<file path="src/rtl/core/fprx_pkg.sv">
package fprx_pkg;

    localparam logic [7:0] SYNC_FIRST  = 8'h06;
    localparam logic [7:0] SYNC_SECOND = 8'h85;

    // Most results one byte may cause, and so the largest usable buffer.
    localparam int RESULT_LIMIT = 32;
    localparam int CNT_W        = 6;

    typedef enum logic [1:0] {
        PH_HUNT  = 2'd0,
        PH_SYNC2 = 2'd1,
        PH_LEN   = 2'd2,
        PH_BODY  = 2'd3
    } phase_t;

    typedef enum logic [1:0] {
        ST_OK        = 2'd0,
        ST_BAD_SYNC  = 2'd1,
        ST_BAD_LEN   = 2'd2,
        ST_BAD_CHECK = 2'd3
    } status_t;

    // Outcome of one received byte, handed from the framer to the output sequencer.
    typedef struct packed {
        logic               valid;
        logic               drain;
        status_t            status;
        logic [CNT_W-1:0]   count;
    } fprx_event_t;

endpackage

</file>
<file path="src/rtl/core/framed_packet_receiver_xor_unit.sv">
// Receive deframer for sync / length / XOR checksum frames.
// Input channel: one rx_byte per transfer (in_valid, in_stall). The block hunts for
// 0x06, then expects 0x85, then a length byte equal to expected_length, then that many
// payload bytes and a trailing XOR checksum seeded with the length.
// Configuration: expected_length is written by a cfg_valid / cfg_ready transfer; the
// port is always ready and should be used only while no frame is in progress.
// Output channel (out_valid, out_stall): on a good checksum each buffered payload
// byte leaves as its own transfer with byte_index, last on the final one; an empty
// frame gives a single ok status. A bad second sync, bad length or bad checksum gives
// one status transfer with last set. Every outcome returns the block to hunting.
// Throughput: one input byte per cycle while framing and in_stall is low. The payload
// sits in a synchronous buffer with a registered read, and in_stall is held during the
// drain. A status result appears in the cycle after the byte that caused it.
// When the receiver stalls, the output register holds its transfer and in_stall rises
// until it is taken. Reset returns to hunting, clears expected_length and the output;
// the payload buffer needs no clearing.
module framed_packet_receiver_xor_unit #(
    parameter int MAX_PAYLOAD = 32
) (
    input  logic       clk,
    input  logic       rst_n,
    input  logic       in_valid,
    output logic       in_stall,
    input  logic [7:0] rx_byte,
    input  logic       cfg_valid,
    output logic       cfg_ready,
    input  logic [5:0] expected_length,
    output logic       out_valid,
    input  logic       out_stall,
    output logic [1:0] status,
    output logic       has_data,
    output logic [7:0] payload_byte,
    output logic [4:0] byte_index,
    output logic       last
);
    import fprx_pkg::*;

    localparam int LIM    = (MAX_PAYLOAD < RESULT_LIMIT) ? MAX_PAYLOAD : RESULT_LIMIT;
    localparam int ADDR_W = (LIM > 1) ? $clog2(LIM) : 1;

    fprx_event_t       evt;
    logic              sink_ready;
    logic              in_accept;
    logic              wr_en;
    logic [ADDR_W-1:0] wr_addr;
    logic [7:0]        wr_data;
    logic              rd_en;
    logic [ADDR_W-1:0] rd_addr;
    logic [7:0]        rd_data;

    assign cfg_ready = 1'b1;
    assign in_stall  = !sink_ready;
    assign in_accept = in_valid && sink_ready;

    fprx_frame_ctrl #(
        .LIM    (LIM),
        .ADDR_W (ADDR_W)
    ) u_ctrl (
        .clk        (clk),
        .rst_n      (rst_n),
        .in_accept  (in_accept),
        .rx_byte    (rx_byte),
        .cfg_write  (cfg_valid && cfg_ready),
        .cfg_length (expected_length),
        .evt        (evt),
        .wr_en      (wr_en),
        .wr_addr    (wr_addr),
        .wr_data    (wr_data)
    );

    fprx_payload_buf #(
        .DEPTH  (LIM),
        .ADDR_W (ADDR_W)
    ) u_buf (
        .clk     (clk),
        .wr_en   (wr_en),
        .wr_addr (wr_addr),
        .wr_data (wr_data),
        .rd_en   (rd_en),
        .rd_addr (rd_addr),
        .rd_data (rd_data)
    );

    fprx_out_seq #(
        .ADDR_W (ADDR_W)
    ) u_out (
        .clk          (clk),
        .rst_n        (rst_n),
        .evt          (evt),
        .sink_ready   (sink_ready),
        .rd_en        (rd_en),
        .rd_addr      (rd_addr),
        .rd_data      (rd_data),
        .out_valid    (out_valid),
        .out_stall    (out_stall),
        .status       (status),
        .has_data     (has_data),
        .payload_byte (payload_byte),
        .byte_index   (byte_index),
        .last         (last)
    );

endmodule

</file>
<file path="src/rtl/core/fprx_payload_buf.sv">
module fprx_payload_buf #(
    parameter int DEPTH  = 32,
    parameter int ADDR_W = 5
) (
    input  logic              clk,
    input  logic              wr_en,
    input  logic [ADDR_W-1:0] wr_addr,
    input  logic [7:0]        wr_data,
    input  logic              rd_en,
    input  logic [ADDR_W-1:0] rd_addr,
    output logic [7:0]        rd_data
);

    logic [7:0] mem [DEPTH];
    logic [7:0] rd_data_reg;

    always_ff @(posedge clk)
    begin
        if (wr_en)
        begin
            mem[wr_addr] <= wr_data;
        end
    end

    always_ff @(posedge clk)
    begin
        if (rd_en)
        begin
            rd_data_reg <= mem[rd_addr];
        end
    end

    assign rd_data = rd_data_reg;

endmodule

</file>
<file path="src/rtl/core/fprx_frame_ctrl.sv">
module fprx_frame_ctrl #(
    parameter int LIM    = 32,
    parameter int ADDR_W = 5
) (
    input  logic                  clk,
    input  logic                  rst_n,
    input  logic                  in_accept,
    input  logic [7:0]            rx_byte,
    input  logic                  cfg_write,
    input  logic [5:0]            cfg_length,
    output fprx_pkg::fprx_event_t evt,
    output logic                  wr_en,
    output logic [ADDR_W-1:0]     wr_addr,
    output logic [7:0]            wr_data
);
    import fprx_pkg::*;

    phase_t           phase_reg, phase_next;
    logic [CNT_W-1:0] count_reg, count_next;
    logic [7:0]       csum_reg, csum_next;
    logic [5:0]       exp_len_reg;
    logic             len_ok;
    logic             body_more;

    assign len_ok    = ({2'b00, exp_len_reg} == rx_byte) && (exp_len_reg <= CNT_W'(LIM));
    assign body_more = (count_reg < exp_len_reg) && (count_reg < CNT_W'(LIM));

    always_ff @(posedge clk or negedge rst_n)
    begin
        if (!rst_n)
        begin
            exp_len_reg <= '0;
        end
        else if (cfg_write)
        begin
            exp_len_reg <= cfg_length;
        end
    end

    always_ff @(posedge clk or negedge rst_n)
    begin
        if (!rst_n)
        begin
            phase_reg <= PH_HUNT;
            count_reg <= '0;
            csum_reg  <= '0;
        end
        else
        begin
            phase_reg <= phase_next;
            count_reg <= count_next;
            csum_reg  <= csum_next;
        end
    end

    // Next state.
    always_comb
    begin
        phase_next = phase_reg;
        count_next = count_reg;
        csum_next  = csum_reg;
        if (in_accept)
        begin
            case (phase_reg)
                PH_HUNT:
                begin
                    if (rx_byte == SYNC_FIRST)
                    begin
                        phase_next = PH_SYNC2;
                    end
                end
                PH_SYNC2:
                begin
                    phase_next = (rx_byte == SYNC_SECOND) ? PH_LEN : PH_HUNT;
                end
                PH_LEN:
                begin
                    if (len_ok)
                    begin
                        phase_next = PH_BODY;
                        count_next = '0;
                        csum_next  = rx_byte;
                    end
                    else
                    begin
                        phase_next = PH_HUNT;
                    end
                end
                PH_BODY:
                begin
                    if (body_more)
                    begin
                        count_next = count_reg + CNT_W'(1);
                        csum_next  = csum_reg ^ rx_byte;
                    end
                    else
                    begin
                        phase_next = PH_HUNT;
                        count_next = '0;
                        csum_next  = '0;
                    end
                end
                default:
                begin
                    phase_next = PH_HUNT;
                end
            endcase
        end
    end

    // Outputs: buffer writes and the outcome event.
    always_comb
    begin
        evt       = '0;
        wr_en     = 1'b0;
        wr_addr   = count_reg[ADDR_W-1:0];
        wr_data   = rx_byte;
        if (in_accept)
        begin
            case (phase_reg)
                PH_HUNT:
                begin
                    evt = '0;
                end
                PH_SYNC2:
                begin
                    if (rx_byte != SYNC_SECOND)
                    begin
                        evt.valid  = 1'b1;
                        evt.status = ST_BAD_SYNC;
                    end
                end
                PH_LEN:
                begin
                    if (!len_ok)
                    begin
                        evt.valid  = 1'b1;
                        evt.status = ST_BAD_LEN;
                    end
                end
                PH_BODY:
                begin
                    if (body_more)
                    begin
                        wr_en = 1'b1;
                    end
                    else if (rx_byte != csum_reg)
                    begin
                        evt.valid  = 1'b1;
                        evt.status = ST_BAD_CHECK;
                    end
                    else
                    begin
                        // A good checksum starts the drain; an empty frame reports a single ok status with no data.
                        evt.valid  = 1'b1;
                        evt.status = ST_OK;
                        evt.drain  = (count_reg != '0);
                        evt.count  = count_reg;
                    end
                end
                default:
                begin
                    evt = '0;
                end
            endcase
        end
    end

endmodule

</file>
<file path="src/rtl/core/fprx_out_seq.sv">
module fprx_out_seq #(
    parameter int ADDR_W = 5
) (
    input  logic                  clk,
    input  logic                  rst_n,
    input  fprx_pkg::fprx_event_t evt,
    output logic                  sink_ready,
    output logic                  rd_en,
    output logic [ADDR_W-1:0]     rd_addr,
    input  logic [7:0]            rd_data,
    output logic                  out_valid,
    input  logic                  out_stall,
    output logic [1:0]            status,
    output logic                  has_data,
    output logic [7:0]            payload_byte,
    output logic [4:0]            byte_index,
    output logic                  last
);
    import fprx_pkg::*;

    logic             out_valid_reg, out_valid_next;
    logic [1:0]       status_reg, status_next;
    logic             has_data_reg, has_data_next;
    logic [7:0]       payload_reg, payload_next;
    logic [4:0]       index_reg, index_next;
    logic             last_reg, last_next;

    logic             drain_reg, drain_next;
    logic [CNT_W-1:0] total_reg, total_next;
    logic [CNT_W-1:0] issue_reg, issue_next;
    logic             pend_reg, pend_next;
    logic [CNT_W-1:0] pend_idx_reg, pend_idx_next;

    logic             out_free;
    logic             move;
    logic             issue;
    logic             pend_last;

    assign out_free   = !out_valid_reg || !out_stall;
    assign sink_ready = !drain_reg && out_free;
    // Read data sits in the buffer's output register until the output slot frees up.
    assign move       = pend_reg && out_free;
    assign issue      = drain_reg && (issue_reg != total_reg) && (!pend_reg || move);
    assign pend_last  = (pend_idx_reg + CNT_W'(1)) == total_reg;
    assign rd_en      = issue;
    assign rd_addr    = issue_reg[ADDR_W-1:0];

    always_ff @(posedge clk or negedge rst_n)
    begin
        if (!rst_n)
        begin
            out_valid_reg <= 1'b0;
            drain_reg     <= 1'b0;
            pend_reg      <= 1'b0;
            total_reg     <= '0;
            issue_reg     <= '0;
            pend_idx_reg  <= '0;
        end
        else
        begin
            out_valid_reg <= out_valid_next;
            drain_reg     <= drain_next;
            pend_reg      <= pend_next;
            total_reg     <= total_next;
            issue_reg     <= issue_next;
            pend_idx_reg  <= pend_idx_next;
        end
    end

    always_ff @(posedge clk)
    begin
        status_reg   <= status_next;
        has_data_reg <= has_data_next;
        payload_reg  <= payload_next;
        index_reg    <= index_next;
        last_reg     <= last_next;
    end

    always_comb
    begin
        out_valid_next = out_valid_reg && out_stall;
        status_next    = status_reg;
        has_data_next  = has_data_reg;
        payload_next   = payload_reg;
        index_next     = index_reg;
        last_next      = last_reg;
        drain_next     = drain_reg;
        total_next     = total_reg;
        issue_next     = issue_reg;
        pend_next      = pend_reg;
        pend_idx_next  = pend_idx_reg;

        if (evt.valid && evt.drain)
        begin
            drain_next = 1'b1;
            total_next = evt.count;
            issue_next = '0;
        end
        else if (evt.valid)
        begin
            out_valid_next = 1'b1;
            status_next    = evt.status;
            has_data_next  = 1'b0;
            payload_next   = '0;
            index_next     = '0;
            last_next      = 1'b1;
        end

        if (move)
        begin
            out_valid_next = 1'b1;
            status_next    = ST_OK;
            has_data_next  = 1'b1;
            payload_next   = rd_data;
            index_next     = pend_idx_reg[4:0];
            last_next      = pend_last;
            pend_next      = 1'b0;
            if (pend_last)
            begin
                drain_next = 1'b0;
            end
        end

        if (issue)
        begin
            pend_next     = 1'b1;
            pend_idx_next = issue_reg;
            issue_next    = issue_reg + CNT_W'(1);
        end
    end

    assign out_valid    = out_valid_reg;
    assign status       = status_reg;
    assign has_data     = has_data_reg;
    assign payload_byte = payload_reg;
    assign byte_index   = index_reg;
    assign last         = last_reg;

endmodule

</file>
<file path="config.mk">
export PLATFORM = sky130hd
export DESIGN_NAME = framed_packet_receiver_xor_unit
export DESIGN_NICKNAME = d
export VERILOG_FILES = /design/src/rtl/core/fprx_pkg.sv /design/src/rtl/core/framed_packet_receiver_xor_unit.sv /design/src/rtl/core/fprx_payload_buf.sv /design/src/rtl/core/fprx_frame_ctrl.sv /design/src/rtl/core/fprx_out_seq.sv
export SDC_FILE = /design/constraint.sdc
export NUM_CORES = 1
export LEC_CHECK = 0
export BUFFER_PORTS_ARGS = -buffer_cell sky130_fd_sc_hd__buf_2
export CAP_MARGIN = 20
export CORE_UTILIZATION = 50
export DETAILED_ROUTE_END_ITERATION = 8
export GPL_ROUTABILITY_DRIVEN = 0
export PLACE_DENSITY_LB_ADDON = 0.25
export SETUP_SLACK_MARGIN = 0.4
export SKIP_LAST_GASP = 1
export SLEW_MARGIN = 15
export SYNTH_ARGS = -nofsm -noshare
export SYNTH_HDL_FRONTEND = slang
export SYNTH_SLANG_ARGS = --single-unit
</file>
<file path="constraint.sdc">
create_clock -name clk -period 3.21 [get_ports clk]
set_clock_uncertainty 0.1 [all_clocks]
set_input_delay 0.321 -clock clk [delete_from_list [all_inputs] [get_ports clk]]
set_output_delay 0.321 -clock clk [all_outputs]
set_load 0.1 [all_outputs]
</file>
==> summary.md <==
| Metric | Value |
|---|---|
| Outcome | `finished with violations` |
| Failing checks | `DRC` |
| Synth cell types | `57` |
| Synthesized Nets | `roughly 900` |
| Setup Viol. Count Final | `0` |
| Port Buf Inserts | `37` |
| Register area share after synthesis | `70.56%` |
| Mean Syn Cell Area | `15.72 um2` |
| Total negative slack | `0 ps` |
| Number of H-tree levels | `2` |
| Leakage power | `between 5 and 6 nW` |
| I/O pin count | `39` |
| WP data arrival | `2840 ps` |
| Final hold violation count | `0` |
| Die area | `27540 um2` |
| First-pass GRT wire length | `approximately 45 mm` |
| Vias in the first global route | `roughly 7500` |
| Nets | `slightly below 1000` |
| TritonCTS buffer count | `34` |
| Biggest register | `u_buf.mem` |
| Die Ht | `roughly 170 um` |
| Mapped cell area | `approximately 13000 um2` |
| RSZ-0062 raised after global routing | `false` |
| Worst path required time | `between 3000 and 4000 ps` |
| GRT Residual Overflow | `0` |
| Synthesis warning total | `0` |
| Max FO, Critical Path | `8` |
| Core Area | `26210 um2` |
| Die width | `166.0 um` |
| HPWL after DPL | `19.08 mm` |
| DRC Markers | `6` |
| Peak VDD IR | `slightly below 400 uV` |
| TritonCTS clock tree | `done` |
| Clk buf depth | `3` |
| Final worst path period need | `2730 ps` |
| Clk root buf | `clkbuf_16` |
| Post-synth ARST share | `about an eighth` |
| Final period utilization | `roughly 85%` |
| Number of max-cap violations | `0` |
| Largest net degree at the start of global routing | `35` |
| Largest register FFs | `roughly 260` |
| Clk_lat worst skew | `around 500 ps` |
| Number of synthesized flops with an enable pin | `approximately 280` |
| Crit. End Element | `flop` |
| Flops & latches, synth | `324` |
| Main synth FF type | `edfxtp_1` |
| Pwr/cell area | `~600 nW/um2` |
| Post-synthesis cell count | `approximately 860` |
| Worst Max-Slew Pin Slew | `between 700 and 800 ps` |
| Initial Util | `51.29%` |
| Drt first pass iters | `9` |
| Routed wire length per instance | `roughly 22 um` |
| Crit start category | `flop` |
| Clock slew at reported path FFs | `roughly 60 ps` |
| Hold Crit Class | `input port to flop` |
| Via-to-Cell Ratio | `5.809` |
| Row Count | `between 50 and 60` |
| Overall Global Routing Usage | `~22%` |
| Drt initial violations | `between 700 and 800` |
| Crit path kind | `flop to flop` |
| Via count | `7633` |
| Final worst slack | `480.4 ps` |
| CTS Sinks | `roughly 320` |
| Layout cell share with drive strength beyond 1 | `roughly 23%` |
| DP Worst Slack | `258.6 ps` |
| Final ANT Viol Nets | `0` |
| FMAX | `roughly 370 MHz` |
| Initial antenna violation count | `0` |
| Final antenna diode count | `0` |
| Max-slew violations | `0` |
| Layout area overhead | `16.29%` |
| Relative slew slack | `between 40% and 50%` |
| Routed WL | `between 20 and 30 mm` |
Yosys cell counts (2+ instances only):
master / instances / area, um2
a211o_1: 2 / 17.52
a211oi_1: 3 / 22.52
a21o_1: 2 / 15.01
a21oi_1: 13 / 65.06
a31oi_1: 5 / 31.28
a32o_1: 7 / 70.07
and2_1: 3 / 18.77
and3_1: 15 / 93.84
buf_1: 3 / 11.26
buf_2: 9 / 45.04
buf_4: 6 / 45.04
clkbuf_1: 29 / 108.9
dfrtp_1: 43 / 1076
dfxtp_1: 3 / 60.06
edfxtp_1: 278 / 8348
ha_1: 11 / 137.6
inv_1: 15 / 56.30
mux2_2: 6 / 67.56
mux2i_1: 48 / 480.5
mux4_2: 40 / 900.9
nand2_1: 77 / 289.0
nand2b_1: 5 / 31.28
nand3_1: 15 / 75.07
nand3b_1: 4 / 30.03
nand4_1: 5 / 31.28
nor2_1: 47 / 176.4
nor3_1: 6 / 30.03
nor3b_1: 2 / 15.01
nor4_1: 2 / 12.51
o21ai_0: 56 / 280.3
o21ai_1: 2 / 10.01
o221ai_1: 31 / 271.5
o22ai_1: 8 / 50.05
o41ai_1: 2 / 17.52
or4_1: 2 / 15.01
xnor2_1: 23 / 201.4
xor2_1: 7 / 61.31
layout make-up:
class	count	area (um2)
fillers	1925	10580
flip-flops and latches	324	9489
multi-input cells	465	3727
clock buffers	42	944.7
repair buffers	115	837.1
well taps	335	419.2
clock inverters	17	152.6
inverters	16	60.06
final timing paths:
path	start	end	slack (ps)	depth (start not counted)
worst min register to register	u_out.status[1]	u_out.status[1]	360	2
worst max-delay path	u_ctrl.exp_len_reg[5]	u_buf.mem[21][3]	480	10
worst min-delay path	cfg_valid	u_ctrl.exp_len_reg[2]	20	2
max in group asynchronous	rst_n	u_ctrl.count_reg[3]	2000	3
worst max register to register	u_ctrl.exp_len_reg[5]	u_buf.mem[21][3]	480	10
min in group asynchronous	rst_n	u_ctrl.csum_reg[4]	330	2
stage by stage:
| stage | power [mW] | std cells | cell area [um2] | utilization (%) | hold slack [ps] |
|---|---|---|---|---|---|
| 5_1_grt | 9.696 | 1314 | 15630 | 59.64 | 41.78 |
| 3_3_place_gp | 5.618 | 1245 | 14330 | 54.69 | 330.9 |
| 6_report | 9.418 | 1314 | 15630 | 59.64 | 21.94 |
| 2_1_floorplan | 5.410 | 855 | 13440 | - | -74.59 |
| 3_5_place_dp | 5.631 | 1245 | 14330 | 54.69 | 335.5 |
| 4_1_cts | 9.476 | 1311 | 15500 | 59.15 | 4.307 |
routing by layer:
| metal | routed length, um | GRT usage [%] | vias to the layer above | part of all wire [%] |
|---|---|---|---|---|
| li1 | - | - | 3518 | - |
| met2 | 13860 | 34.20 | 274 | 47 |
| met5 | 0 | 0 | - | 0 |
| met3 | 1870 | 3.217 | 36 | 6.3 |
| met4 | 578 | 6.095 | 0 | 2.0 |
| met1 | 13230 | 32.11 | 3805 | 45 |
power by group:
| part | total [mW] | switching (mW) | leakage, nW | internal (mW) |
|---|---|---|---|---|
| registers | 4.76 | 0.0826 | 3.09 | 4.68 |
| clock network | 3.85 | 1.53 | 0.545 | 2.32 |
| logic | 0.804 | 0.595 | 1.73 | 0.210 |
| total | 9.42 | 2.20 | 5.36 | 7.21 |
what timing repair did:
action | CTS | global route
endpoints found under the hold margin | 37 | 0
setup buffers | 0 | 3
pin swaps | 0 | 1
hold buffers | 7 | 0
gates cloned | 0 | 0
gates resized for setup | 1 | 21
setup endpoints to repair | 184 | 274
placed cells by master, fill, tap and decap left out, types with 3 or more instances in the layout:
cell type | Yosys | final
buf_2 | 9 | 37
a31oi_1 | 5 | 3
a32o_1 | 7 | 7
buf_12 | 0 | 3
o21ai_0 | 56 | 56
xor2_1 | 7 | 7
dfrtp_1 | 43 | 41
buf_4 | 6 | 65
nor3_1 | 6 | 6
nand3b_1 | 4 | 4
dlygate4sd3_1 | 0 | 7
o221ai_1 | 31 | 31
nand4_1 | 5 | 5
o22ai_1 | 8 | 8
ha_1 | 11 | 11
dfxtp_1 | 3 | 3
buf_6 | 1 | 3
mux4_2 | 40 | 40
nand2_4 | 0 | 5
nand2b_1 | 5 | 5
clkbuf_16 | 0 | 37
mux2i_1 | 48 | 48
a21oi_1 | 13 | 13
xnor2_1 | 23 | 23
clkinv_2 | 0 | 8
edfxtp_1 | 278 | 278
nand3_1 | 15 | 15
and2_1 | 3 | 3
nand2_1 | 77 | 72
and3_1 | 15 | 15
mux2_2 | 6 | 6
a211oi_1 | 3 | 3
clkinv_1 | 0 | 6
inv_1 | 15 | 15
nor2_1 | 47 | 42
bufinv_16 | 0 | 3
clkbuf_1 | 29 | 5
nor2_2 | 1 | 4
kinds of logic after synthesis:
group	count (synthesis)	synth area share [%]
AO/OA/AOI/OAI	139	6.898
XOR/XNOR	30	1.955
adder cells (fa/ha/maj)	11	1.024
buffers and inverters	66	2.243
flip-flops	324	70.56
multiplexers	94	10.78
other	1	0.02790
AND/OR/NAND/NOR	190	6.507
critical path, cell delays in order (launching register included):
cell	delay [ps]
dfrtp_1	390
inv_1	70
ha_1	330
a211o_1	310
a31oi_2	160
o211ai_1	190
nor2_4	250
buf_12	150
nand2_4	120
nor2_2	160
buf_4	190
Power figures use the tool's default switching activity.
